[src/sv/u8u16_pkg.sv]
`timescale 1ns / 1ps
// ----------------------------------------------------------------------------
// u8u16_pkg
// Shared types and constants for the utf-8 to utf-16 decoder: beat structs,
// error codes and the operation record passed from front to back.
// ----------------------------------------------------------------------------
package u8u16_pkg;

  // default depth of the queue between front and back
  localparam int unsigned QueueDepth = 4;

  // code point limits
  localparam logic [20:0] SuppBase = 21'h01_0000;
  localparam logic [20:0] MaxCode  = 21'h10_FFFF;

  // surrogate tag bits, the upper six bits of each surrogate unit
  localparam logic [5:0] HighSurrTag = 6'b110110;
  localparam logic [5:0] LowSurrTag  = 6'b110111;

  // error codes reported with a result
  typedef enum logic [1:0] {
    ERR_NONE    = 2'd0,
    ERR_ENDING  = 2'd1,
    ERR_TRAIL   = 2'd2,
    ERR_UNICODE = 2'd3
  } err_code_e;

  // what the back end has to do for one queued entry
  typedef enum logic [1:0] {
    OP_UNIT  = 2'd0,
    OP_PAIR  = 2'd1,
    OP_ERROR = 2'd2
  } op_kind_e;

  // input beat
  typedef struct packed {
    logic [7:0] in_byte;
    logic       end_of_string;
  } in_beat_t;

  // output beat
  typedef struct packed {
    logic [15:0] code_unit;
    err_code_e   error_code;
    logic        last_of_run;
  } out_beat_t;

  // queued operation
  typedef struct packed {
    op_kind_e    kind;
    logic [20:0] code;
    err_code_e   err;
  } op_t;

  // queue status seen by the producer and the consumer
  typedef struct packed {
    logic full;
    logic not_empty;
  } q_status_t;

endpackage

[src/sv/u8u16_front.sv]
`timescale 1ns / 1ps
// ----------------------------------------------------------------------------
// u8u16_front
// Byte decoder: tracks pending continuation bytes, gathers the code point,
// and turns each finished sequence or error into one queued operation.
// ----------------------------------------------------------------------------
module u8u16_front (
  input  logic                clk_i,
  input  logic                rst_ni,
  input  logic                in_valid_i,
  output logic                in_ready_o,
  input  u8u16_pkg::in_beat_t in_data_i,
  input  logic                q_full_i,
  output logic                push_o,
  output u8u16_pkg::op_t      op_o
);

  logic [1:0]  pend_q, pend_d;
  logic [20:0] acc_q, acc_d;
  logic        disc_q, disc_d;

  logic                  in_fire;
  logic [7:0]            b;
  logic                  eos;
  logic                  fail_set;
  u8u16_pkg::err_code_e  fail_err;
  logic                  emit_set;
  logic [20:0]           emit_code;
  logic [1:0]            pend_new;
  logic [20:0]           acc_new;
  logic [20:0]           trail_bits;

  // one beat per cycle as long as the queue has room
  assign in_ready_o = !q_full_i;
  assign in_fire    = in_valid_i && in_ready_o;
  assign b          = in_data_i.in_byte;
  assign eos        = in_data_i.end_of_string;

  // place the six payload bits of a continuation byte
  assign pend_new = 2'(pend_q - 2'd1);
  always_comb begin
    unique case (pend_new)
      2'd0:    trail_bits = {15'd0, b[5:0]};
      2'd1:    trail_bits = {9'd0, b[5:0], 6'd0};
      2'd2:    trail_bits = {3'd0, b[5:0], 12'd0};
      default: trail_bits = '0;
    endcase
  end
  assign acc_new = acc_q | trail_bits;

  // decode step
  always_comb begin
    pend_d    = pend_q;
    acc_d     = acc_q;
    disc_d    = disc_q;
    fail_set  = 1'b0;
    fail_err  = u8u16_pkg::ERR_NONE;
    emit_set  = 1'b0;
    emit_code = '0;
    push_o    = 1'b0;
    op_o      = '{kind: u8u16_pkg::OP_UNIT, code: '0, err: u8u16_pkg::ERR_NONE};

    if (in_fire) begin
      if (disc_q) begin
        // drop bytes until the string ends
        if (eos) disc_d = 1'b0;
      end else if (pend_q == 2'd0) begin
        // lead byte
        priority if (!b[7]) begin
          emit_set  = 1'b1;
          emit_code = {13'd0, b};
        end else if (b[7:3] == 5'b11110) begin
          acc_d  = {b[2:0], 18'd0};
          pend_d = 2'd3;
        end else if (b[7:4] == 4'b1110) begin
          acc_d  = {5'd0, b[3:0], 12'd0};
          pend_d = 2'd2;
        end else if (b[7:5] == 3'b110) begin
          acc_d  = {10'd0, b[4:0], 6'd0};
          pend_d = 2'd1;
        end else begin
          fail_set = 1'b1;
          fail_err = u8u16_pkg::ERR_UNICODE;
        end
        if (b[7] && !fail_set && eos) begin
          fail_set = 1'b1;
          fail_err = u8u16_pkg::ERR_ENDING;
        end
      end else begin
        // continuation byte
        if (b[7:6] != 2'b10) begin
          fail_set = 1'b1;
          fail_err = u8u16_pkg::ERR_TRAIL;
        end else begin
          pend_d = pend_new;
          acc_d  = acc_new;
          if (pend_new == 2'd0) begin
            emit_set  = 1'b1;
            emit_code = acc_new;
          end else if (eos) begin
            fail_set = 1'b1;
            fail_err = u8u16_pkg::ERR_ENDING;
          end
        end
      end

      // finished code point: one unit, a surrogate pair, or out of range
      if (emit_set) begin
        pend_d = 2'd0;
        acc_d  = '0;
        push_o = 1'b1;
        if (emit_code < u8u16_pkg::SuppBase) begin
          op_o.kind = u8u16_pkg::OP_UNIT;
          op_o.code = emit_code;
        end else if (emit_code <= u8u16_pkg::MaxCode) begin
          op_o.kind = u8u16_pkg::OP_PAIR;
          op_o.code = emit_code;
        end else begin
          fail_set = 1'b1;
          fail_err = u8u16_pkg::ERR_UNICODE;
        end
      end

      // error: report once, then drop the rest of the string
      if (fail_set) begin
        pend_d    = 2'd0;
        acc_d     = '0;
        disc_d    = !eos;
        push_o    = 1'b1;
        op_o.kind = u8u16_pkg::OP_ERROR;
        op_o.code = '0;
        op_o.err  = fail_err;
      end
    end
  end

  // decoder state
  always_ff @(posedge clk_i or negedge rst_ni) begin
    if (!rst_ni) begin
      pend_q <= 2'd0;
      acc_q  <= '0;
      disc_q <= 1'b0;
    end else begin
      pend_q <= pend_d;
      acc_q  <= acc_d;
      disc_q <= disc_d;
    end
  end

`ifndef SYNTHESIS
  // a string end leaves the decoder clean
  assert property (@(posedge clk_i) disable iff (!rst_ni)
    in_fire && eos |=> pend_q == 2'd0 && acc_q == '0 && !disc_q)
    else $error("front state not clear after end of string");

  // while dropping bytes nothing is being gathered
  assert property (@(posedge clk_i) disable iff (!rst_ni)
    disc_q |-> pend_q == 2'd0 && acc_q == '0)
    else $error("front gathering while discarding");

  // with no sequence open the accumulator is empty
  assert property (@(posedge clk_i) disable iff (!rst_ni)
    pend_q == 2'd0 |-> acc_q == '0)
    else $error("stale accumulator with no sequence open");
`endif

endmodule

[src/sv/u8u16_fifo.sv]
`timescale 1ns / 1ps
// ----------------------------------------------------------------------------
// u8u16_fifo
// Short queue of decoded operations between the front and the back.
// ----------------------------------------------------------------------------
module u8u16_fifo #(
  parameter int unsigned Depth = u8u16_pkg::QueueDepth
) (
  input  logic                  clk_i,
  input  logic                  rst_ni,
  input  logic                  push_i,
  input  u8u16_pkg::op_t        wdata_i,
  input  logic                  pop_i,
  output u8u16_pkg::op_t        rdata_o,
  output u8u16_pkg::q_status_t  status_o
);

  localparam int unsigned PtrW = (Depth > 1) ? $clog2(Depth) : 1;
  localparam int unsigned CntW = $clog2(Depth + 1);
  localparam logic [PtrW-1:0] LastPtr = PtrW'(Depth - 1);
  localparam logic [CntW-1:0] FullCnt = CntW'(Depth);

  u8u16_pkg::op_t  mem_q [Depth];
  logic [PtrW-1:0] wptr_q, rptr_q;
  logic [CntW-1:0] cnt_q;
  logic            do_push, do_pop;

  assign status_o.full      = (cnt_q == FullCnt);
  assign status_o.not_empty = (cnt_q != '0);
  assign do_push = push_i && !status_o.full;
  assign do_pop  = pop_i && status_o.not_empty;
  assign rdata_o = mem_q[rptr_q];

  // storage
  always_ff @(posedge clk_i) begin
    if (do_push) mem_q[wptr_q] <= wdata_i;
  end

  // pointers and fill count
  always_ff @(posedge clk_i or negedge rst_ni) begin
    if (!rst_ni) begin
      wptr_q <= '0;
      rptr_q <= '0;
      cnt_q  <= '0;
    end else begin
      if (do_push) wptr_q <= (wptr_q == LastPtr) ? '0 : PtrW'(wptr_q + 1'b1);
      if (do_pop)  rptr_q <= (rptr_q == LastPtr) ? '0 : PtrW'(rptr_q + 1'b1);
      if (do_push && !do_pop)      cnt_q <= CntW'(cnt_q + 1'b1);
      else if (do_pop && !do_push) cnt_q <= CntW'(cnt_q - 1'b1);
    end
  end

endmodule

[src/sv/u8u16_back.sv]
`timescale 1ns / 1ps
// ----------------------------------------------------------------------------
// u8u16_back
// Result stage: turns each queued operation into one or two output beats,
// splitting supplementary code points into a surrogate pair.
// ----------------------------------------------------------------------------
module u8u16_back (
  input  logic                 clk_i,
  input  logic                 rst_ni,
  input  u8u16_pkg::q_status_t q_status_i,
  input  u8u16_pkg::op_t       op_i,
  output logic                 pop_o,
  output logic                 out_valid_o,
  input  logic                 out_ready_i,
  output u8u16_pkg::out_beat_t out_data_o
);

  logic                 out_valid_q, out_valid_d;
  u8u16_pkg::out_beat_t out_data_q, out_data_d;
  logic                 low_pend_q, low_pend_d;
  logic [9:0]           low_q, low_d;

  logic        can_load;
  logic [10:0] hi_sub;

  assign can_load = !out_valid_q || out_ready_i;
  assign pop_o    = can_load && !low_pend_q && q_status_i.not_empty;

  // upper ten bits of (code - 0x10000)
  assign hi_sub = 11'(op_i.code[20:10] - u8u16_pkg::SuppBase[20:10]);

  // load the output register
  always_comb begin
    out_valid_d = out_valid_q;
    out_data_d  = out_data_q;
    low_pend_d  = low_pend_q;
    low_d       = low_q;
    if (can_load) begin
      if (low_pend_q) begin
        out_valid_d = 1'b1;
        out_data_d  = '{code_unit: {u8u16_pkg::LowSurrTag, low_q},
                        error_code: u8u16_pkg::ERR_NONE, last_of_run: 1'b1};
        low_pend_d  = 1'b0;
      end else if (q_status_i.not_empty) begin
        out_valid_d = 1'b1;
        unique case (op_i.kind)
          u8u16_pkg::OP_UNIT: begin
            out_data_d = '{code_unit: op_i.code[15:0],
                           error_code: u8u16_pkg::ERR_NONE, last_of_run: 1'b1};
          end
          u8u16_pkg::OP_PAIR: begin
            out_data_d = '{code_unit: {u8u16_pkg::HighSurrTag, hi_sub[9:0]},
                           error_code: u8u16_pkg::ERR_NONE, last_of_run: 1'b0};
            low_pend_d = 1'b1;
            low_d      = op_i.code[9:0];
          end
          default: begin
            out_data_d = '{code_unit: '0, error_code: op_i.err, last_of_run: 1'b1};
          end
        endcase
      end else begin
        out_valid_d = 1'b0;
      end
    end
  end

  // control state
  always_ff @(posedge clk_i or negedge rst_ni) begin
    if (!rst_ni) begin
      out_valid_q <= 1'b0;
      low_pend_q  <= 1'b0;
    end else begin
      out_valid_q <= out_valid_d;
      low_pend_q  <= low_pend_d;
    end
  end

  // payload
  always_ff @(posedge clk_i) begin
    out_data_q <= out_data_d;
    low_q      <= low_d;
  end

  assign out_valid_o = out_valid_q;
  assign out_data_o  = out_data_q;

`ifndef SYNTHESIS
  // a waiting low surrogate sits behind a high surrogate in the output register
  assert property (@(posedge clk_i) disable iff (!rst_ni)
    low_pend_q |-> out_valid_q && !out_data_q.last_of_run)
    else $error("low surrogate pending without its high half");

  // the low half follows its high half with no gap
  assert property (@(posedge clk_i) disable iff (!rst_ni)
    out_valid_q && out_ready_i && !out_data_q.last_of_run |=>
      out_valid_q && out_data_q.last_of_run)
    else $error("surrogate pair broken");

  // error beats carry a zero unit and close the run
  assert property (@(posedge clk_i) disable iff (!rst_ni)
    out_valid_q && out_data_q.error_code != u8u16_pkg::ERR_NONE |->
      out_data_q.code_unit == '0 && out_data_q.last_of_run)
    else $error("malformed error beat");
`endif

endmodule

[src/sv/utf8_to_utf16_decoder.sv]
`timescale 1ns / 1ps
// ----------------------------------------------------------------------------
// utf8_to_utf16_decoder
// Streaming utf-8 to utf-16 converter: one byte per input beat, one utf-16
// code unit (or error report) per output beat.
// ----------------------------------------------------------------------------
//  channel | dir | handshake              | payload
//  --------+-----+------------------------+------------------------------------
//  in      | in  | in_valid_i / in_ready_o | in_data_i  (in_byte, end_of_string)
//  out     | out | out_valid_o/out_ready_i | out_data_o (code_unit, error_code,
//          |     |                        |             last_of_run)
//
// The front decodes one byte per cycle while the queue has room; its state update is the only loop.
// A result passes through the queue and then the output register before it is offered.
// The back emits one beat per cycle while the output is ready; a surrogate pair takes two
// of them, so a stream of four-byte sequences is limited by the input side only.
// Reset clears decoder state, queue and output register; no clearing pass.
// Either side may stall on its own: the queue absorbs QueueDepth operations.
// ----------------------------------------------------------------------------
module utf8_to_utf16_decoder #(
  parameter int unsigned QueueDepth = u8u16_pkg::QueueDepth
) (
  input  logic                 clk_i,
  input  logic                 rst_ni,
  input  logic                 in_valid_i,
  output logic                 in_ready_o,
  input  u8u16_pkg::in_beat_t  in_data_i,
  output logic                 out_valid_o,
  input  logic                 out_ready_i,
  output u8u16_pkg::out_beat_t out_data_o
);

  u8u16_pkg::q_status_t q_status;
  u8u16_pkg::op_t       push_op;
  u8u16_pkg::op_t       pop_op;
  logic                 push;
  logic                 pop;

  // byte decoder
  u8u16_front u_front (
    .clk_i      (clk_i),
    .rst_ni     (rst_ni),
    .in_valid_i (in_valid_i),
    .in_ready_o (in_ready_o),
    .in_data_i  (in_data_i),
    .q_full_i   (q_status.full),
    .push_o     (push),
    .op_o       (push_op)
  );

  // operation queue
  u8u16_fifo #(
    .Depth (QueueDepth)
  ) u_fifo (
    .clk_i    (clk_i),
    .rst_ni   (rst_ni),
    .push_i   (push),
    .wdata_i  (push_op),
    .pop_i    (pop),
    .rdata_o  (pop_op),
    .status_o (q_status)
  );

  // result stage
  u8u16_back u_back (
    .clk_i       (clk_i),
    .rst_ni      (rst_ni),
    .q_status_i  (q_status),
    .op_i        (pop_op),
    .pop_o       (pop),
    .out_valid_o (out_valid_o),
    .out_ready_i (out_ready_i),
    .out_data_o  (out_data_o)
  );

endmodule

[config.mk]
export PLATFORM = sky130hd
export DESIGN_NAME = utf8_to_utf16_decoder
export DESIGN_NICKNAME = d
export VERILOG_FILES = /design/src/sv/u8u16_pkg.sv /design/src/sv/u8u16_front.sv /design/src/sv/u8u16_fifo.sv /design/src/sv/u8u16_back.sv /design/src/sv/utf8_to_utf16_decoder.sv
export SDC_FILE = /design/constraint.sdc
export NUM_CORES = 1
export LEC_CHECK = 0
export ABC_AREA = 0
export BUFFER_PORTS_ARGS = -buffer_cell sky130_fd_sc_hd__buf_4
export CELL_PAD_IN_SITES_DETAIL_PLACEMENT = 0
export CELL_PAD_IN_SITES_GLOBAL_PLACEMENT = 2
export CORE_MARGIN = 2
export CORE_UTILIZATION = 36
export DETAILED_ROUTE_END_ITERATION = 12
export GPL_TIMING_DRIVEN = 0
export PLACE_DENSITY = 0.74
export SLEW_MARGIN = 40
export SYNTH_ARGS = -nofsm -noshare
export SYNTH_HDL_FRONTEND = slang
export SYNTH_SLANG_ARGS = --single-unit
[constraint.sdc]
create_clock -name clk_i -period 3.9 [get_ports clk_i]
set_input_delay 0.78 -clock clk_i [delete_from_list [all_inputs] [get_ports clk_i]]
set_output_delay 0.78 -clock clk_i [all_outputs]
set_load 0.01 [all_outputs]
==> impl_metrics.yaml <==
global_route:
  grt_pass1_vias: 3843
  grt_pass1_wl_um: 20940
  grt_use_total_pct: 14.33
  overflow: 0
  antenna_found_initial: 0
  grt_max_degree: 34
detailed_routing:
  dr.pass1.iters: 4
  via_per_inst: 5.238
  finalWirelength_um: 13090
  drtIter0Drc: 242
  postRouteAntennaNets: 0
  vias: 3766
  wl_per_cell_um: 18.21
  post-route-drc-count: 0
timing:
  finalSetupViolations: 0
  max-slew-margin-rel_pct: 48.86
  post-route-period-util_pct: 80.21
  drv_slew: 0
  tightestPinTransition_ns: 0.7619
  hold_violations: 0
  max_freq_mhz: 319.7
  min_period_ns: 3.128
  whs_ns: 0.2983
  finalClockSkew_ns: 0.006350
  setup_tns_ns: 0
  rsz0062_at_grt: "false"
floorplan:
  coreArea_um2: 18020
  pin_count: 34
  rows: 49
  start_util_pct: 36.83
  dieArea_um2: 19540
  die_h_um: 139.8
  die_w_um: 139.8
clock_network:
  cts_sinks: 158
  clockBufferDepth: 2
  htreeDepth: 4
  post_cts_buffers: 0
  clk_pin_slew_ns: 0.06
  cts-resized-gates: 0
  tritoncts: "yes"
  clk_latency_ns: 0.42
  cts_buffers: 17
  cts_root_buffer: "clkbuf_16"
  hold_buffers: 0
flow_run:
  max-cap-violations: 0
finish:
  final_cell_mix: "edfxtp_1, nor2_1, dfrtp_1"
  layout-drive-gt1-share_pct: 22.65
  diodes: 0
  num-nets-final: 499
  syn_to_final_growth_pct: 16.25
  final_common_cell: "edfxtp_1"
place:
  gp_congestion: 0.8122
  hpwl_um: 9050
  io_buffers: 30
worst_setup_path:
  r2r_slack_ns: 0.80
  required_ns: 4.24
  worst-path-buf-inv: 2
  slowest_delay_ns: 0.57
  cpLargestDelayFamily: "simple AND/OR/NAND/NOR gates"
  critPathSlowestCell: "nor2_1"
  path_max_fanout: 9
  worstSetupPathType: "in2reg"
  path_cells: "clkbuf_1, and4bb_2, a311o_1, nor2_1, ha_1, inv_1, fa_1, xor2_1, nor2_1, xor2_1"
  arrival_ns: 3.47
  crit_path_end_kind: "register"
  cp-start-kind: "input pin"
synth:
  syn_area_um2: 6639
  ys_ff_latch: 158
  yosysUniqueCellTypes: 55
  avgSynthCellArea_um2: 15.48
  ys_seq_area_share_pct: 68.98
  syn-num-nets: 450
  netlist_instances: 429
  ys.flop_type: "edfxtp_1"
  yosys_warnings: 0
  synth-edff-count: 125
  async_flop_share_pct: 20.89
hold_path:
  hold_path_class: "in2async"
power_and_ir_drop:
  ir_drop_uv: 322.9
  p_per_area_nw_per_um2: 770.7
  p_leak_nw: 2.791
status:
  outcome: "finished, final reports clean"
-- registers in the layout, indices dropped and copies added, names as in the netlist --
signal	flops
u_back.out_data_o	19
u_back.low_pend_q	1
u_fifo.cnt_q	3
u_front.disc_q	1
u_fifo.mem_q	96
u_back.out_valid_o	1
u_front.acc_q	21
u_back.low_q	10
u_fifo.rptr_q	2
u_front.pend_q	2
u_fifo.wptr_q	2
-- worst reg2reg max path: stages (launching register included) --
cell and delay, ns:
dfrtp_1 0.35, buf_2 0.18, and4bb_2 0.30, a311o_1 0.44
nor2_1 0.57, ha_1 0.32, inv_1 0.07, fa_1 0.37
xor2_1 0.15, nor2_1 0.11, xor2_1 0.17
-- area by class of cell --
cell class                 count  area [um^2]
buffer                        22        98.84
clock buffer                  17        425.4
clock inverter                14        111.4
fill                        1665        10310
inverter                      12        45.04
multi-input combinational    237         1946
sequential                   158         4579
tap                          229        286.5
timing repair buffer          30        225.2
-- power breakdown --
group	leakage, nW	switching [mW]	internal [mW]	total, mW
combinational	0.929	1.10	0.823	1.93
clock	0.252	0.665	0.817	1.48
sequential	1.61	0.159	2.38	2.54
-- synth_stat cells, types with 2 or more instances --
library cell	number	area share (%)
and2_1	12	1.1
nor4_1	4	0.38
a22oi_1	9	1.0
o21ai_0	9	0.68
nand4_1	3	0.28
o21bai_1	4	0.45
and4_1	2	0.26
nand3b_1	2	0.23
a31oi_1	5	0.47
mux4_2	24	8.1
or4_1	2	0.23
edfxtp_1	125	57
mux2_2	6	1.0
a311oi_1	2	0.26
nand3_1	5	0.38
dfrtp_1	33	12
nor3_1	5	0.38
nand2_1	17	0.96
xor2_1	2	0.26
nor2b_1	2	0.19
inv_1	11	0.62
xnor2_1	2	0.26
a21oi_1	22	1.7
and3b_1	4	0.53
and3_1	2	0.19
a22o_1	6	0.79
o2bb2ai_1	3	0.40
clkbuf_1	14	0.79
mux2i_1	7	1.1
a21o_1	2	0.23
ha_1	7	1.3
nand2b_1	4	0.38
or2_2	2	0.19
buf_2	7	0.53
nor2_1	43	2.4
-- per-stage QoR --
step / cells / setup WS, ns / cell area, um^2 / power, mW / util, %
6_report: 719 / 0.7720 / 7717 / 5.947 / 42.82
3_3_place_gp: 688 / 0.1058 / 7151 / 4.473 / 39.67
4_1_cts: 719 / 0.8132 / 7707 / 6.022 / 42.76
2_1_floorplan: 429 / 0.9230 / 6639 / 3.883 / -
3_5_place_dp: 688 / 0.3810 / 7171 / 4.529 / 39.78
5_1_grt: 719 / 0.6242 / 7717 / 6.331 / 42.82
-- metal layers --
layer / GRT usage [%] / vias up / wire (um)
met5: 0 / - / 0
met4: 4.632 / 0 / 184
met3: 4.818 / 16 / 584
met2: 22.39 / 104 / 6206
met1: 18.97 / 1881 / 6115
li1: - / 1765 / -
-- cells by family after synthesis --
logic type	count (synthesis)	share of synthesized area, %
compound gates	73	7.539
xor+xnor	4	0.5278
fa+ha+maj	8	1.621
buf+inv	34	2.167
flops	158	68.98
mux	37	10.21
simple gates	115	8.952
-- final timing paths --
kind | start | endpoint | cells past startpoint
max in group asynchronous | rst_ni | u_front.acc_q[5] | 1
min in group clk_i | u_front.acc_q[1] | u_front.acc_q[1] | 2
worst max register to register | u_front.pend_q[1] | u_fifo.cnt_q[2] | 10
worst min register to register | u_front.acc_q[1] | u_front.acc_q[1] | 2
worst min-delay path | rst_ni | u_fifo.rptr_q[1] | 1
worst max-delay path | in_data_i[8] | u_fifo.cnt_q[2] | 10
(Power assumes the default switching activity.)
